**config.mk**
```make
export PLATFORM = sky130hd
export DESIGN_NAME = poly_voice_adsr_envelope
export DESIGN_NICKNAME = d
export VERILOG_FILES = /design/src/rtl/pve_pkg.sv /design/src/rtl/pve_front.sv /design/src/rtl/pve_env_unit.sv /design/src/rtl/pve_back.sv /design/src/rtl/poly_voice_adsr_envelope.sv
export SDC_FILE = /design/constraint.sdc
export NUM_CORES = 2
export LEC_CHECK = 0
export BUFFER_PORTS_ARGS = -buffer_cell sky130_fd_sc_hd__buf_2
export CORE_ASPECT_RATIO = 1.4
export CORE_MARGIN = 2
export CORE_UTILIZATION = 42
export CTS_CLUSTER_SIZE = 12
export DETAILED_ROUTE_END_ITERATION = 12
export GPL_ROUTABILITY_DRIVEN = 0
export GPL_TIMING_DRIVEN = 1
export HOLD_SLACK_MARGIN = 0.12
export PLACE_DENSITY = 0.65
export SYNTH_ARGS = -nofsm -noshare
export SYNTH_HDL_FRONTEND = slang
export SYNTH_SLANG_ARGS = --single-unit
export TNS_END_PERCENT = 30
```
**constraint.sdc**
```tcl
create_clock -name clock -period 44.8 [get_ports clock]
set_clock_uncertainty 0.05 [all_clocks]
set_input_delay 4.48 -clock clock [delete_from_list [all_inputs] [get_ports clock]]
set_output_delay 4.48 -clock clock [all_outputs]
set_load 0.05 [all_outputs]
```
**src/rtl/pve_pkg.sv**
```systemverilog
// Shared types, widths and codes of the polyphonic voice envelope block.
`timescale 1ns / 1ps
package pve_pkg;

   localparam int MAX_VOICES = 16;
   localparam int SLOT_W     = $clog2(MAX_VOICES);
   localparam int CNT_W      = $clog2(MAX_VOICES + 1);
   localparam int NOTE_W     = 7;
   localparam int ADV_W      = 12;
   localparam int ELAPSED_W  = 24;
   localparam int DUR_W      = 20;
   localparam int LVL_W      = 16;
   localparam int CSR_IDX_W  = 3;
   localparam int CSR_DATA_W = 20;

   localparam logic [ELAPSED_W-1:0] ELAPSED_MAX = '1;

   // action codes on the request side
   localparam logic [1:0] ACT_NOTE_ON  = 2'd0;
   localparam logic [1:0] ACT_NOTE_OFF = 2'd1;
   localparam logic [1:0] ACT_TICK     = 2'd2;

   // register indexes
   localparam logic [CSR_IDX_W-1:0] REG_ATTACK  = 3'd0;
   localparam logic [CSR_IDX_W-1:0] REG_DECAY   = 3'd1;
   localparam logic [CSR_IDX_W-1:0] REG_SUSTAIN = 3'd2;
   localparam logic [CSR_IDX_W-1:0] REG_RELEASE = 3'd3;
   localparam logic [CSR_IDX_W-1:0] REG_PEAK    = 3'd4;

   typedef enum logic [2:0] {
      ST_LEVEL    = 3'd0,
      ST_NEW      = 3'd1,
      ST_RETRIG   = 3'd2,
      ST_DROPPED  = 3'd3,
      ST_RELEASED = 3'd4,
      ST_NO_MATCH = 3'd5
   } status_type;

   typedef enum logic [1:0] {
      CMD_NOTE_ON  = 2'd0,
      CMD_NOTE_OFF = 2'd1,
      CMD_TICK     = 2'd2
   } cmd_kind_type;

   typedef enum logic [1:0] {
      K_ATTACK  = 2'd0,
      K_DECAY   = 2'd1,
      K_SUSTAIN = 2'd2,
      K_RELEASE = 2'd3
   } env_kind_type;

   typedef struct packed {
      logic [DUR_W-1:0] attack;
      logic [DUR_W-1:0] decay;
      logic [LVL_W-1:0] sustain;
      logic [DUR_W-1:0] release_len;
      logic [LVL_W-1:0] peak;
   } cfg_type;

   typedef struct packed {
      cmd_kind_type      kind;
      logic [NOTE_W-1:0] note;
      logic [ADV_W-1:0]  advance;
   } cmd_type;

   typedef struct packed {
      logic [NOTE_W-1:0]    note;
      logic [ELAPSED_W-1:0] elapsed;
      logic                 held;
      logic [ELAPSED_W-1:0] rel_start;
      logic [LVL_W-1:0]     rel_level;
   } voice_type;

   typedef struct packed {
      env_kind_type     kind;
      logic [LVL_W-1:0] factor;
      logic [DUR_W-1:0] mult;
      logic [LVL_W-1:0] sus;
      logic [DUR_W-1:0] divisor;
   } env_req_type;

   typedef struct packed {
      status_type        status;
      logic [SLOT_W-1:0] slot;
      logic [NOTE_W-1:0] note;
      logic [LVL_W-1:0]  level;
      logic              last;
   } rsp_type;

endpackage

```
**src/rtl/pve_front.sv**
```systemverilog
// Front end: accepts request beats, classifies them and queues commands.
`timescale 1ns / 1ps
module pve_front (
   input  logic                         clock,
   input  logic                         reset,
   input  logic                         req_tvalid,
   output logic                         req_tready,
   input  logic [1:0]                   req_tuser,
   input  logic [23:0]                  req_tdata,
   output logic                         cmd_valid,
   output pve_pkg::cmd_type             cmd,
   input  logic                         cmd_pop
);
   import pve_pkg::*;

   localparam int DEPTH = 4;
   localparam int PTR_W = $clog2(DEPTH);

   cmd_type            q_ff [DEPTH];
   logic [PTR_W-1:0]   wr_ff, wr_in, rd_ff, rd_in;
   logic [PTR_W:0]     fill_ff, fill_in;
   logic               push, pop;
   cmd_type            incoming;

   assign req_tready = (fill_ff != PTR_W'(0) + (PTR_W+1)'(DEPTH));
   assign cmd_valid  = (fill_ff != '0);
   assign cmd        = q_ff[rd_ff];
   assign pop        = cmd_pop && cmd_valid;

   always_comb begin
      incoming.note    = req_tdata[NOTE_W-1:0];
      incoming.advance = req_tdata[NOTE_W +: ADV_W];
      push = req_tvalid && req_tready;
      unique case (req_tuser)
         ACT_NOTE_ON:  incoming.kind = CMD_NOTE_ON;
         ACT_NOTE_OFF: incoming.kind = CMD_NOTE_OFF;
         ACT_TICK:     incoming.kind = CMD_TICK;
         default: begin
            // unused action: taken and discarded
            incoming.kind = CMD_TICK;
            push = 1'b0;
         end
      endcase
      wr_in   = push ? wr_ff + 1'b1 : wr_ff;
      rd_in   = pop ? rd_ff + 1'b1 : rd_ff;
      fill_in = fill_ff + (PTR_W+1)'(push) - (PTR_W+1)'(pop);
   end

   always_ff @(posedge clock) begin
      if (reset) begin
         wr_ff   <= '0;
         rd_ff   <= '0;
         fill_ff <= '0;
      end else begin
         wr_ff   <= wr_in;
         rd_ff   <= rd_in;
         fill_ff <= fill_in;
      end
      if (push) q_ff[wr_ff] <= incoming;
   end

endmodule

```
**src/rtl/pve_env_unit.sv**
```systemverilog
// Envelope arithmetic: shift-add multiplier followed, except for sustain, by a restoring divider.
`timescale 1ns / 1ps
module pve_env_unit (
   input  logic                      clock,
   input  logic                      reset,
   input  logic                      start,
   input  pve_pkg::env_req_type      req,
   output logic                      idle,
   output logic [pve_pkg::LVL_W-1:0] level
);
   import pve_pkg::*;

   localparam int X_W    = DUR_W + LVL_W + 1;
   localparam int PROD_W = X_W + LVL_W - 1;
   localparam int NUM_W  = DUR_W + LVL_W;
   localparam int STEP_W = $clog2(LVL_W);

   typedef enum logic [4:0] {
      U_IDLE = 5'b00001,
      U_PREP = 5'b00010,
      U_SUM  = 5'b00100,
      U_MUL  = 5'b01000,
      U_DIV  = 5'b10000
   } ustate_type;

   ustate_type          st_ff, st_in;
   env_req_type         req_ff, req_in;
   logic [X_W-2:0]      x1_ff, x1_in;
   logic [X_W-1:0]      x2_ff, x2_in;
   logic [PROD_W-1:0]   b_ff, b_in, prod_ff, prod_in, prod_n;
   logic [LVL_W-1:0]    f_ff, f_in, q_ff, q_in;
   logic [NUM_W-1:0]    rem_ff, rem_in, dsh_ff, dsh_in, num;
   logic [STEP_W-1:0]   cnt_ff, cnt_in;
   logic                ge;

   assign idle  = (st_ff == U_IDLE);
   assign level = q_ff;

   always_comb begin
      st_in   = st_ff;
      req_in  = req_ff;
      x1_in   = x1_ff;
      x2_in   = x2_ff;
      b_in    = b_ff;
      f_in    = f_ff;
      prod_in = prod_ff;
      rem_in  = rem_ff;
      dsh_in  = dsh_ff;
      q_in    = q_ff;
      cnt_in  = cnt_ff;
      prod_n  = prod_ff + (f_ff[0] ? b_ff : '0);
      num     = (req_ff.kind == K_ATTACK || req_ff.kind == K_RELEASE)
                ? prod_n[NUM_W-1:0] : prod_n[LVL_W +: NUM_W];
      ge      = (rem_ff >= dsh_ff);
      unique case (st_ff)
         U_IDLE: begin
            if (start) begin
               req_in  = req;
               f_in    = req.factor;
               b_in    = PROD_W'(req.mult);
               prod_in = '0;
               cnt_in  = '0;
               st_in   = (req.kind == K_DECAY) ? U_PREP : U_MUL;
            end
         end
         U_PREP: begin
            // decay numerator S*D + (1-S)*remaining, both terms at once
            x1_in = (X_W-1)'(req_ff.sus * req_ff.divisor);
            x2_in = X_W'(((LVL_W+1)'(1) << LVL_W) - (LVL_W+1)'(req_ff.sus)) * req_ff.mult;
            st_in = U_SUM;
         end
         U_SUM: begin
            b_in  = PROD_W'(x2_ff + X_W'(x1_ff));
            st_in = U_MUL;
         end
         U_MUL: begin
            prod_in = prod_n;
            b_in    = b_ff << 1;
            f_in    = f_ff >> 1;
            cnt_in  = cnt_ff + 1'b1;
            if (cnt_ff == STEP_W'(LVL_W - 1)) begin
               cnt_in = '0;
               if (req_ff.kind == K_SUSTAIN) begin
                  q_in  = num[LVL_W-1:0];
                  st_in = U_IDLE;
               end else begin
                  rem_in = num;
                  dsh_in = NUM_W'(req_ff.divisor) << (LVL_W - 1);
                  st_in  = U_DIV;
               end
            end
         end
         U_DIV: begin
            // quotient is known to stay below 2^16
            if (ge) rem_in = rem_ff - dsh_ff;
            q_in   = {q_ff[LVL_W-2:0], ge};
            dsh_in = dsh_ff >> 1;
            cnt_in = cnt_ff + 1'b1;
            if (cnt_ff == STEP_W'(LVL_W - 1)) st_in = U_IDLE;
         end
         default: st_in = U_IDLE;
      endcase
   end

   always_ff @(posedge clock) begin
      if (reset) begin
         st_ff  <= U_IDLE;
         cnt_ff <= '0;
      end else begin
         st_ff  <= st_in;
         cnt_ff <= cnt_in;
      end
      req_ff  <= req_in;
      x1_ff   <= x1_in;
      x2_ff   <= x2_in;
      b_ff    <= b_in;
      f_ff    <= f_in;
      prod_ff <= prod_in;
      rem_ff  <= rem_in;
      dsh_ff  <= dsh_in;
      q_ff    <= q_in;
   end

endmodule

```
**src/rtl/pve_back.sv**
```systemverilog
// Back end: voice table, command sequencer and result register.
`timescale 1ns / 1ps
module pve_back (
   input  logic               clock,
   input  logic               reset,
   input  pve_pkg::cfg_type   cfg,
   input  logic               cmd_valid,
   input  pve_pkg::cmd_type   cmd,
   output logic               cmd_pop,
   output logic               rsp_valid,
   input  logic               rsp_ready,
   output pve_pkg::rsp_type   rsp
);
   import pve_pkg::*;

   typedef enum logic [5:0] {
      S_IDLE    = 6'b000001,
      S_OFF     = 6'b000010,
      S_OFFW    = 6'b000100,
      S_COMPACT = 6'b001000,
      S_LEVEL   = 6'b010000,
      S_LWAIT   = 6'b100000
   } state_type;

   typedef struct packed {
      logic        zero;
      env_req_type req;
   } setup_type;

   state_type          state_ff, state_in;
   cmd_type            cur_ff, cur_in;
   logic [CNT_W-1:0]   count_ff, count_in, wj_ff, wj_in;
   logic [SLOT_W-1:0]  idx_ff, idx_in, slot_ff, slot_in;
   logic               rsp_valid_ff, rsp_valid_in;
   rsp_type            rsp_ff, rsp_in;

   voice_type          voice_ff [MAX_VOICES];
   logic               wr_en;
   logic [SLOT_W-1:0]  wr_addr, rd_addr;
   voice_type          wr_data, rd_v;

   logic [MAX_VOICES-1:0] hit;
   logic                  any_hit;
   logic [SLOT_W-1:0]     hit_slot;
   logic                  out_free, last_idx;
   setup_type             su;
   logic                  unit_start, unit_idle;
   logic [LVL_W-1:0]      unit_level;
   logic [ELAPSED_W:0]    esum;
   logic [ELAPSED_W-1:0]  enew, erel;
   logic                  fin;

   function automatic setup_type level_setup(voice_type v, cfg_type c);
      setup_type          s;
      logic [ELAPSED_W-1:0] t, tma, e;
      logic [DUR_W:0]     ad;
      t  = v.elapsed;
      ad = {1'b0, c.attack} + {1'b0, c.decay};
      s.zero        = 1'b0;
      s.req.kind    = K_ATTACK;
      s.req.factor  = c.peak;
      s.req.mult    = t[DUR_W-1:0];
      s.req.sus     = c.sustain;
      s.req.divisor = c.attack;
      tma = t - ELAPSED_W'(c.attack);
      e   = (t >= v.rel_start) ? t - v.rel_start : '0;
      if (v.held) begin
         if (t < ELAPSED_W'(c.attack)) begin
            s.req.kind = K_ATTACK;
         end else if (t < ELAPSED_W'(ad)) begin
            s.req.kind    = K_DECAY;
            s.req.divisor = c.decay;
            s.req.mult    = c.decay - tma[DUR_W-1:0];
         end else begin
            s.req.kind = K_SUSTAIN;
            s.req.mult = DUR_W'(c.sustain);
         end
      end else if (e >= ELAPSED_W'(c.release_len)) begin
         s.zero = 1'b1;
      end else begin
         s.req.kind    = K_RELEASE;
         s.req.factor  = v.rel_level;
         s.req.divisor = c.release_len;
         s.req.mult    = c.release_len - e[DUR_W-1:0];
      end
      return s;
   endfunction

   pve_env_unit u_env (
      .clock (clock),
      .reset (reset),
      .start (unit_start),
      .req   (su.req),
      .idle  (unit_idle),
      .level (unit_level)
   );

   assign rsp_valid = rsp_valid_ff;
   assign rsp       = rsp_ff;
   assign out_free  = !rsp_valid_ff || rsp_ready;
   assign rd_addr   = (state_ff == S_OFF || state_ff == S_OFFW) ? slot_ff : idx_ff;
   assign rd_v      = voice_ff[rd_addr];
   assign su        = level_setup(rd_v, cfg);
   assign last_idx  = ({1'b0, idx_ff} == count_ff - 1'b1);

   // notes are unique in the table, so at most one slot hits
   always_comb begin
      any_hit  = 1'b0;
      hit_slot = '0;
      for (int k = 0; k < MAX_VOICES; k++) begin
         hit[k] = (CNT_W'(k) < count_ff) && (voice_ff[k].note == cmd.note);
      end
      for (int k = MAX_VOICES - 1; k >= 0; k--) begin
         if (hit[k]) begin
            any_hit  = 1'b1;
            hit_slot = SLOT_W'(k);
         end
      end
   end

   // tick advance with saturation, and the end-of-release test
   always_comb begin
      esum = {1'b0, rd_v.elapsed} + (ELAPSED_W+1)'(cur_ff.advance);
      enew = esum[ELAPSED_W] ? ELAPSED_MAX : esum[ELAPSED_W-1:0];
      erel = (enew >= rd_v.rel_start) ? enew - rd_v.rel_start : '0;
      fin  = !rd_v.held && (enew == ELAPSED_MAX || erel >= ELAPSED_W'(cfg.release_len));
   end

   always_comb begin
      state_in     = state_ff;
      cur_in       = cur_ff;
      count_in     = count_ff;
      wj_in        = wj_ff;
      idx_in       = idx_ff;
      slot_in      = slot_ff;
      rsp_valid_in = rsp_valid_ff && !rsp_ready;
      rsp_in       = rsp_ff;
      cmd_pop      = 1'b0;
      unit_start   = 1'b0;
      wr_en        = 1'b0;
      wr_addr      = rd_addr;
      wr_data      = rd_v;
      unique case (state_ff)
         S_IDLE: begin
            if (cmd_valid && out_free) begin
               cmd_pop    = 1'b1;
               cur_in     = cmd;
               rsp_in     = '{status: ST_LEVEL, slot: '0, note: cmd.note,
                              level: '0, last: 1'b1};
               wr_data    = '{note: cmd.note, elapsed: '0, held: 1'b1,
                              rel_start: '0, rel_level: '0};
               unique case (cmd.kind)
                  CMD_NOTE_ON: begin
                     rsp_valid_in = 1'b1;
                     if (any_hit) begin
                        wr_en         = 1'b1;
                        wr_addr       = hit_slot;
                        rsp_in.status = ST_RETRIG;
                        rsp_in.slot   = hit_slot;
                     end else if (count_ff == CNT_W'(MAX_VOICES)) begin
                        rsp_in.status = ST_DROPPED;
                     end else begin
                        wr_en         = 1'b1;
                        wr_addr       = count_ff[SLOT_W-1:0];
                        rsp_in.status = ST_NEW;
                        rsp_in.slot   = count_ff[SLOT_W-1:0];
                        count_in      = count_ff + 1'b1;
                     end
                  end
                  CMD_NOTE_OFF: begin
                     if (any_hit) begin
                        slot_in  = hit_slot;
                        state_in = S_OFF;
                     end else begin
                        rsp_in.status = ST_NO_MATCH;
                        rsp_valid_in  = 1'b1;
                     end
                  end
                  CMD_TICK: begin
                     if (count_ff != '0) begin
                        idx_in   = '0;
                        wj_in    = '0;
                        state_in = S_COMPACT;
                     end
                  end
                  default: state_in = S_IDLE;
               endcase
            end
         end
         S_OFF: begin
            if (su.zero) begin
               if (out_free) begin
                  wr_en             = 1'b1;
                  wr_data.held      = 1'b0;
                  wr_data.rel_start = rd_v.elapsed;
                  wr_data.rel_level = '0;
                  rsp_in = '{status: ST_RELEASED, slot: slot_ff, note: rd_v.note,
                             level: '0, last: 1'b1};
                  rsp_valid_in = 1'b1;
                  state_in     = S_IDLE;
               end
            end else begin
               unit_start = 1'b1;
               state_in   = S_OFFW;
            end
         end
         S_OFFW: begin
            if (unit_idle && out_free) begin
               wr_en             = 1'b1;
               wr_data.held      = 1'b0;
               wr_data.rel_start = rd_v.elapsed;
               wr_data.rel_level = unit_level;
               rsp_in = '{status: ST_RELEASED, slot: slot_ff, note: rd_v.note,
                          level: '0, last: 1'b1};
               rsp_valid_in = 1'b1;
               state_in     = S_IDLE;
            end
         end
         S_COMPACT: begin
            // survivors slide down to slot wj, order kept
            wr_addr         = wj_ff[SLOT_W-1:0];
            wr_data.elapsed = enew;
            if (!fin) begin
               wr_en = 1'b1;
               wj_in = wj_ff + 1'b1;
            end
            idx_in = idx_ff + 1'b1;
            if (last_idx) begin
               count_in = wj_in;
               idx_in   = '0;
               state_in = (wj_in == '0) ? S_IDLE : S_LEVEL;
            end
         end
         S_LEVEL: begin
            if (su.zero) begin
               if (out_free) begin
                  rsp_in = '{status: ST_LEVEL, slot: idx_ff, note: rd_v.note,
                             level: '0, last: last_idx};
                  rsp_valid_in = 1'b1;
                  idx_in       = idx_ff + 1'b1;
                  state_in     = last_idx ? S_IDLE : S_LEVEL;
               end
            end else begin
               unit_start = 1'b1;
               state_in   = S_LWAIT;
            end
         end
         S_LWAIT: begin
            if (unit_idle && out_free) begin
               rsp_in = '{status: ST_LEVEL, slot: idx_ff, note: rd_v.note,
                          level: unit_level, last: last_idx};
               rsp_valid_in = 1'b1;
               idx_in       = idx_ff + 1'b1;
               state_in     = last_idx ? S_IDLE : S_LEVEL;
            end
         end
         default: state_in = S_IDLE;
      endcase
   end

   always_ff @(posedge clock) begin
      if (reset) begin
         state_ff     <= S_IDLE;
         count_ff     <= '0;
         rsp_valid_ff <= 1'b0;
      end else begin
         state_ff     <= state_in;
         count_ff     <= count_in;
         rsp_valid_ff <= rsp_valid_in;
      end
      cur_ff  <= cur_in;
      wj_ff   <= wj_in;
      idx_ff  <= idx_in;
      slot_ff <= slot_in;
      rsp_ff  <= rsp_in;
      if (wr_en) voice_ff[wr_addr] <= wr_data;
   end

`ifndef SYNTHESIS
   a_count_range: assert property (@(posedge clock) disable iff (reset)
      count_ff <= CNT_W'(MAX_VOICES))
      else $error("voice count above table size");

   a_unit_free: assert property (@(posedge clock) disable iff (reset)
      unit_start |-> unit_idle)
      else $error("envelope unit started while busy");

   a_compact_order: assert property (@(posedge clock) disable iff (reset)
      (state_ff == S_COMPACT) |-> (wj_ff <= {1'b0, idx_ff}))
      else $error("compaction write slot passed read slot");

   a_pop_idle: assert property (@(posedge clock) disable iff (reset)
      cmd_pop |-> (state_ff == S_IDLE) && out_free)
      else $error("command taken while sequencer busy");
`endif

endmodule

```
**src/rtl/poly_voice_adsr_envelope.sv**
```systemverilog
// Top level: configuration registers, command front end and voice back end.
`timescale 1ns / 1ps
// Polyphonic voice table with ADSR envelopes. Request beats carry a note-on,
// note-off or tick; each note event returns one beat, a tick returns one
// level beat per surviving voice (none with an empty table), tlast on the
// final one. A short command queue lets requests arrive while the sequencer
// works. A note-on or an unmatched note-off is handled by the sequencer alone;
// a note-off on a voice whose level must be computed first runs that level
// through the envelope unit. A tick makes an advance and compaction pass
// over the active voices, then computes each surviving voice's level in
// turn through the shared envelope unit, a 16-step shift-add multiplier
// followed, except in sustain, by a 16-step restoring divider. The user
// must write registers through csr_we/csr_index/csr_wdata only while the
// block is idle; the block itself does not enforce this. Unknown indexes
// are ignored.
module poly_voice_adsr_envelope (
   input  logic                              clock,
   input  logic                              reset,
   input  logic                              req_tvalid,
   output logic                              req_tready,
   input  logic [1:0]                        req_tuser,  // action
   input  logic [23:0]                       req_tdata,  // note[6:0], advance[18:7]
   output logic                              rsp_tvalid,
   input  logic                              rsp_tready,
   output logic [2:0]                        rsp_tuser,  // status
   output logic [31:0]                       rsp_tdata,  // voice_slot[3:0], voice_note[10:4],
                                                         // level[26:11]
   output logic                              rsp_tlast,
   input  logic                              csr_we,
   input  logic [pve_pkg::CSR_IDX_W-1:0]     csr_index,
   input  logic [pve_pkg::CSR_DATA_W-1:0]    csr_wdata
);
   import pve_pkg::*;

   cfg_type  cfg_ff, cfg_in;
   logic     cmd_valid, cmd_pop;
   cmd_type  cmd;
   rsp_type  rsp;

   // register file, values masked to field width
   always_comb begin
      cfg_in = cfg_ff;
      if (csr_we) begin
         unique case (csr_index)
            REG_ATTACK:  cfg_in.attack      = csr_wdata[DUR_W-1:0];
            REG_DECAY:   cfg_in.decay       = csr_wdata[DUR_W-1:0];
            REG_SUSTAIN: cfg_in.sustain     = csr_wdata[LVL_W-1:0];
            REG_RELEASE: cfg_in.release_len = csr_wdata[DUR_W-1:0];
            REG_PEAK:    cfg_in.peak        = csr_wdata[LVL_W-1:0];
            default:     cfg_in = cfg_ff;
         endcase
      end
   end

   always_ff @(posedge clock) begin
      if (reset) begin
         cfg_ff.attack      <= DUR_W'(2400);
         cfg_ff.decay       <= DUR_W'(2400);
         cfg_ff.sustain     <= LVL_W'(52429);
         cfg_ff.release_len <= DUR_W'(4800);
         cfg_ff.peak        <= LVL_W'(13107);
      end else begin
         cfg_ff <= cfg_in;
      end
   end

   pve_front u_front (
      .clock      (clock),
      .reset      (reset),
      .req_tvalid (req_tvalid),
      .req_tready (req_tready),
      .req_tuser  (req_tuser),
      .req_tdata  (req_tdata),
      .cmd_valid  (cmd_valid),
      .cmd        (cmd),
      .cmd_pop    (cmd_pop)
   );

   pve_back u_back (
      .clock     (clock),
      .reset     (reset),
      .cfg       (cfg_ff),
      .cmd_valid (cmd_valid),
      .cmd       (cmd),
      .cmd_pop   (cmd_pop),
      .rsp_valid (rsp_tvalid),
      .rsp_ready (rsp_tready),
      .rsp       (rsp)
   );

   assign rsp_tuser = rsp.status;
   assign rsp_tdata = {5'b0, rsp.level, rsp.note, rsp.slot};
   assign rsp_tlast = rsp.last;

endmodule

```
; Yosys cells after proc, flatten, opt, wreduce, memory -nomap -nowiden
; Memories as Yosys holds them, arrays and structs flattened. A register that Yosys moved wholly into a read port is not among the register bits.
; Index checks and enable logic that the tools add are counted.
[totals]
ff_bits = 515
mem_bits_rw = 1236
inputBits = 54
output_inout_bits = 38
elab_cells = 379
memories = 2
[classes]
n_addsub = 20
n_mul = 2
n_lt_le_gt_ge = 23
eq_ne = 67
n_mux = 165
n_reduce_logical = 66
[mem_list]
columns = name, words, word_bits, rd, rd_ports_with_merged_regs, write_ports, line
row1 = u_back.voice_ff, 16, 72, 17, 0, 1, pve_back.sv:37  ; voice_type voice_ff [MAX_VOICES];
row2 = u_front.q_ff, 4, 21, 1, 1, 1, pve_front.sv:19  ; cmd_type q_ff [DEPTH];
[op_table]
columns = cell, n
row1 = 31-bit 2-to-1 mux, 7
row2 = 36-bit 2-to-1 mux, 6
row3 = 52-bit 2-to-1 mux, 3
row4 = 52-bit case mux with 3 select lines, 1
row5 = 31-bit case mux with 5 select lines, 1
row6 = 36-bit case mux with 2 select lines, 2
row7 = 20-bit 2-to-1 mux, 7
row8 = 4-bit 2-to-1 mux, 33
row9 = 41-bit 2-to-1 mux, 3
row10 = 41-bit case mux with 3 select lines, 1
row11 = 7-bit equality test, 16
row12 = 52-bit case mux with 2 select lines, 1
row13 = 5-bit 2-to-1 mux, 16
row14 = 24-bit 2-to-1 mux, 3
row15 = 72-bit 2-to-1 mux, 1
row16 = 16-bit 2-to-1 mux, 4
row17 = 16-bit case mux with 2 select lines, 2
row18 = 6-bit 2-to-1 mux, 10
row19 = 20-bit subtractor, 3
row20 = 52-bit adder, 1
row21 = 24-bit by 20-bit >= comparator with 1-bit output, 2
row22 = 24-bit >= comparator, 2
row23 = 24-bit case mux with 2 select lines, 1
row24 = 24-bit subtractor, 2
row25 = 79 further kinds, 215

; Logic depth before layout (Yosys ltp)
; An unclocked memory read counts as a cell.
[logic_depth]
word_depth = 25
ltp_mapped = 55
ltp_nobuf = 49

; Cells and area by module
; From an unflattened synthesis, not the netlist that was laid out.
[hier_totals]
cells_unflattened = 9030
area_unflattened_um2 = 108477.8
[modules_own_cells]
columns = mod, n_inst, cells_each, area_each_um2, seq_area_each_um2
row1 = pve_back, 1, 4131, 59387.0, 36515.0
row2 = pve_env_unit, 1, 4385, 41842.6, 10329.9
row3 = poly_voice_adsr_envelope, 1, 353, 3711.1, 1841.8
row4 = pve_front, 1, 161, 3537.1, 2702.6

; Least setup slack after synthesis
; OpenSTA, ideal clock, no wires.
[synth_path]
kind = reg-to-reg
start = register u_back.state_ff[0]
end = memory u_back.voice_ff[0][0] (netlist name), enable pin
arrival_time_ps = 15122
required_time_ps = 44160
slack_ps = 29038
path_stages_with_launch = 53
n_path_buf = 8
path_cell_list = dfxtp_1 > nor4_4 > nand3_1 > nand2_4 > buf_6 > buf_6 > buf_6 > clkbuf_1 > buf_1 > mux4_2 > mux2i_1 > mux2i_1 > ha_1 > o21a_1 > o31a_1 > nor2_1 > o21ai_0 > o21ai_0 > [17 not listed] > clkbuf_1 > nor2_1 > ha_1 > a21o_1 > a21o_1 > a21o_1 > a21o_1 > a21oi_1 > nor2b_1 > o21ai_0 > a21oi_1 > nor4_1 > o21bai_1 > a211oi_4 > nor2_4 > nor2_2 > o311ai_2 > nor3_1
[synth_via]
elab_chain_cells = 15
elab_cells_between_ends = 33
[synth_lines]
columns = element, line
row1 = from (decl), pve_back.sv:30  ; state_type state_ff, state_in;
row2 = from (signal assigned), pve_back.sv:267  ; state_ff <= state_in;
row3 = 6-bit by 2-bit equality test with 1-bit output or 6-bit by 3-bit equality test with 1-bit output (tied branches), "pve_back.sv:101, pve_back.sv:143"
row4 = 1-bit logical OR, pve_back.sv:101  ; assign rd_addr = (state_ff == S_OFF || state_ff == S_OFFW) ? slot_ff : idx_ff;
row5 = 4-bit 2-to-1 mux, pve_back.sv:101
row6 = memory read 16 x 72 bit, n/a
row7 = 24-bit by 12-bit adder with 25-bit output, pve_back.sv:123  ; esum = {1'b0, rd_v.elapsed} + (ELAPSED_W+1)'(cur_ff.advance);
row8 = 24-bit 2-to-1 mux, pve_back.sv:124  ; enew = esum[ELAPSED_W] ? ELAPSED_MAX : esum[ELAPSED_W-1:0];
row9 = 24-bit subtractor or 24-bit >= comparator (tied branches), pve_back.sv:125  ; erel = (enew >= rd_v.rel_start) ? enew - rd_v.rel_start : '0;
row10 = 24-bit 2-to-1 mux, pve_back.sv:125
row11 = 24-bit by 20-bit >= comparator with 1-bit output, pve_back.sv:126  ; fin = !rd_v.held && (enew == ELAPSED_MAX || erel >= ELAPSED_W'(cfg.release_len));
row12 = 1-bit logical OR, pve_back.sv:126
row13 = 1-bit logical AND, pve_back.sv:126
row14 = 1-bit 2-to-1 mux, pve_back.sv:223  ; if (!fin) begin
row15 = 1-bit case mux with 4 select lines, pve_back.sv:143  ; unique case (state_ff)
row16 = 1-bit 2-to-1 mux, pve_back.sv:276  ; if (wr_en) voice_ff[wr_addr] <= wr_data;
row17 = 1-bit 2-to-1 mux (implied by the code), pve_back.sv:276
row18 = to (decl), pve_back.sv:37
; Several ways; a longest one is shown, not always the timed one.

; Worst setup path after layout
[layout_path]
start = register u_back.state_ff[1]
end = memory u_back.voice_ff[14][49] (netlist name), enable pin
; The elaborated chain is that of the path after synthesis.

==> key figures <==
Global route
  – Number of global-route vias before repair: 74,900
  – Grt met1 use: 24.7%
  – Largest net degree at the start of global routing: 120
  – Met3 Usage GRT: 3.61%
  – Initial antenna violation count: 29
  – Gr ovfl total: 0
  – Grt met2 use: 41.2%
  – GR peak layer: met2
  – GRT Util Overall: 22.7%
  – First-pass GRT wire length: 449,000 um

Timing
  – F_max: 61.8 MHz
  – Min cycle time layout: 16.18 ns
  – RSZ-0062 raised after global routing: false
  – Setup TNS Final: 0 ns
  – Final Setup Violations: 0
  – Worst-Margin Slew: 1.26 ns
  – Hold Worst Slack: 0.408 ns
  – Relative slew slack: 15.3%
  – Pins over their slew limit: 0
  – Fin. Hold Viols: 0
  – Final Cycle Share: 36.1%

Die
  – Die area: 259,000 um2
  – Starting density of the core: 42.2%
  – Total core area: 254,000 um2
  – Die Wd: 431 um
  – Rows: 219
  – Boundary Pins: 92
  – Chip height: 601 um

Clock tree
  – # Post-CTS Setup Buffers: 0
  – CTS buffer count: 181
  – CTS max path bufs: 4
  – CTS sink cnt: 1,752
  – CTS root buffer: clkbuf_16
  – Worst-Skew Late Latency: 0.85 ns
  – Post-CTS Hold Fix Bufs: 0
  – CTS tree: yes
  – Post-cts sizing count: 0
  – CTS H-tree lvls: 4
  – CTS clock-pin slew for the worst setup and hold paths: 0.06 ns

Finish
  – Share of layout cells above drive strength 1: 9.48%
  – Area growth syn-to-layout: 8.96%
  – Nets: 10,200
  – Most frequent cells in the layout: 1,630 x edfxtp_1, 1,232 x nand2_1, 826 x inv_1
  – Commonest non-fill, non-tap cell in the layout: edfxtp_1
  – Fillers: 22,500

Routing
  – Initial detailed-routing violation count: 5,583
  – Drt pass-1 iters: 6
  – Post-route DRC: 0
  – Final antenna-violating net count: 0
  – Final WL: 300,000 um
  – Vias per cell: 5.77
  – Routed length per placed instance: 24.1 um
  – Via Count: 71,800

Run status
  – Status: completed

Logic synthesis
  – Mapped Area: 107,000 um2
  – Register area share after synthesis: 48.0%
  – Yosys warnings: 0
  – Syn avg cell area: 11.9 um2
  – EDFF count, synth: 1,630
  – Yosys top cell area share: 45.7%
  – #FFs+latches synth: 1,752
  – Netlist cell types: 119
  – Area leader, netlist: edfxtp_1
  – Top post-synthesis cells by area: edfxtp_1 46%, fa_1 10%, ha_1 6.7%, mux4_2 5.6%, nand2_1 4.3%
  – Cell count after synthesis: 9,004
  – Async SR Flop Fraction: 0%
  – Leading register cell type out of synthesis: edfxtp_1

Setup path
  – Startpoint types: flop
  – Top fanout value on the critical path: 60
  – Required @ worst endpoint: 45.21 ns
  – CP max stage cell: xnor2_2
  – Setup CP Type: flop to flop
  – Critical path's largest stage delay: 0.87 ns
  – Crit end category: flop
  – R2R setup slack: 28.62 ns
  – CP dominant cell by count: buf_4
  – Crit path DAT: 16.59 ns

Run
  – # Max-Cap Violations: 0

Placed design
  – Number of port buffers: 81
  – DP HPWL: 208,000 um

Hold path
  – Worst Hold Class: flop to flop
[sequential cells by signal, summed over array words and instances, names as in the netlist, 31 cells and up, named ones only]
name	flops
u_back.voice_ff	1152
cfg_ff	92
u_front.q_ff	84
u_back.u_env.req_ff	58
u_back.u_env.b_ff	52
u_back.u_env.prod_ff	52
u_back.u_env.x2_ff	37
u_back.u_env.rem_ff	36
u_back.u_env.x1_ff	36
u_back.u_env.dsh_ff	35
u_back.rsp	31
[metal layers]
layer  part of all wire [%]  wire length, um
met5                  0.073              220
met1                     35           105000
met3                    6.2            18700
met2                     52           156000
met4                    6.6            19900
[final timing paths]
kind                                         from                           endpoint  cells past startpoint
hold reg to reg            cfg_ff[3]$_SDFFE_PP0P_             cfg_ff[3]$_SDFFE_PP0P_                      2
setup reg to reg  u_back.state_ff[1]$_SDFFE_PP0P_  u_back.voice_ff[14][49]$_DFFE_PP_                     52
hold / removal             cfg_ff[3]$_SDFFE_PP0P_             cfg_ff[3]$_SDFFE_PP0P_                      2
setup / recovery  u_back.state_ff[1]$_SDFFE_PP0P_  u_back.voice_ff[14][49]$_DFFE_PP_                     52
[through the flow]
step,setup WS (ns),utilization [%],cells,instance area [um2]
6_report,28.62,45.9,12400,117000
2_1_floorplan,29.04,-,9008,107000
5_1_grt,27.97,45.9,12400,117000
3_3_place_gp,28.68,43.9,12100,111000
4_1_cts,28.60,45.9,12400,117000
3_5_place_dp,28.62,43.9,12100,111000
[cells in the mapped netlist (all sizes together), types with 81 or more instances]
library cell,count
clkbuf,326
o21ai,260
nor3,89
a31oi,82
xor2,130
ha,571
and2,368
nor2,422
nand2b,100
and3,81
mux2i,89
edfxtp,1630
nand2,1238
dfxtp,122
nand3,154
xnor2,278
fa,548
a21o,104
mux4,265
a21oi,376
inv,828
buf,100
[cell families (layout without fill, tap and decap cells)]
logic type      count (synthesis)  after routing  share of synthesized area, %
compound gates               1373           1373                          8.63
other cells                     1             28                       0.00350
fa+ha+maj                    1119           1119                          16.9
mux                           380            380                          6.70
xor+xnor                      408            408                          3.35
simple gates                 2716           2716                          11.9
buf+inv                      1255           1351                          4.52
flops                        1752           1752                          48.0
[worst max-delay path, delay by kind of cell, from the launching register on]
family	cells	cell delay (ns)
adder cells (fa/ha/maj)	3	0.84
flip-flops	1	0.45
AND/OR/NAND/NOR	17	4.01
AO/OA/AOI/OAI	22	5.47
multiplexers	1	0.60
XOR/XNOR	1	0.87
buffers and inverters	8	3.36
[area by class of cell]
type                            count  area [um2]  area share, %
Inverter                          829        3110           2.67
Clock buffer                      250        4890           4.19
Timing Repair Buffer              242        1670           1.43
Clock inverter                     30         294          0.252
Multi-Input combinational cell   6001       51100           43.8
Antenna cell                       23        57.6         0.0493
Tap cell                         3315        4150           3.56
Sequential cell                  1752       51400           44.0
Power is left out: the tool's default activity adds up to more than one toggle a clock period on the data nets, which glitch-free logic cannot reach.
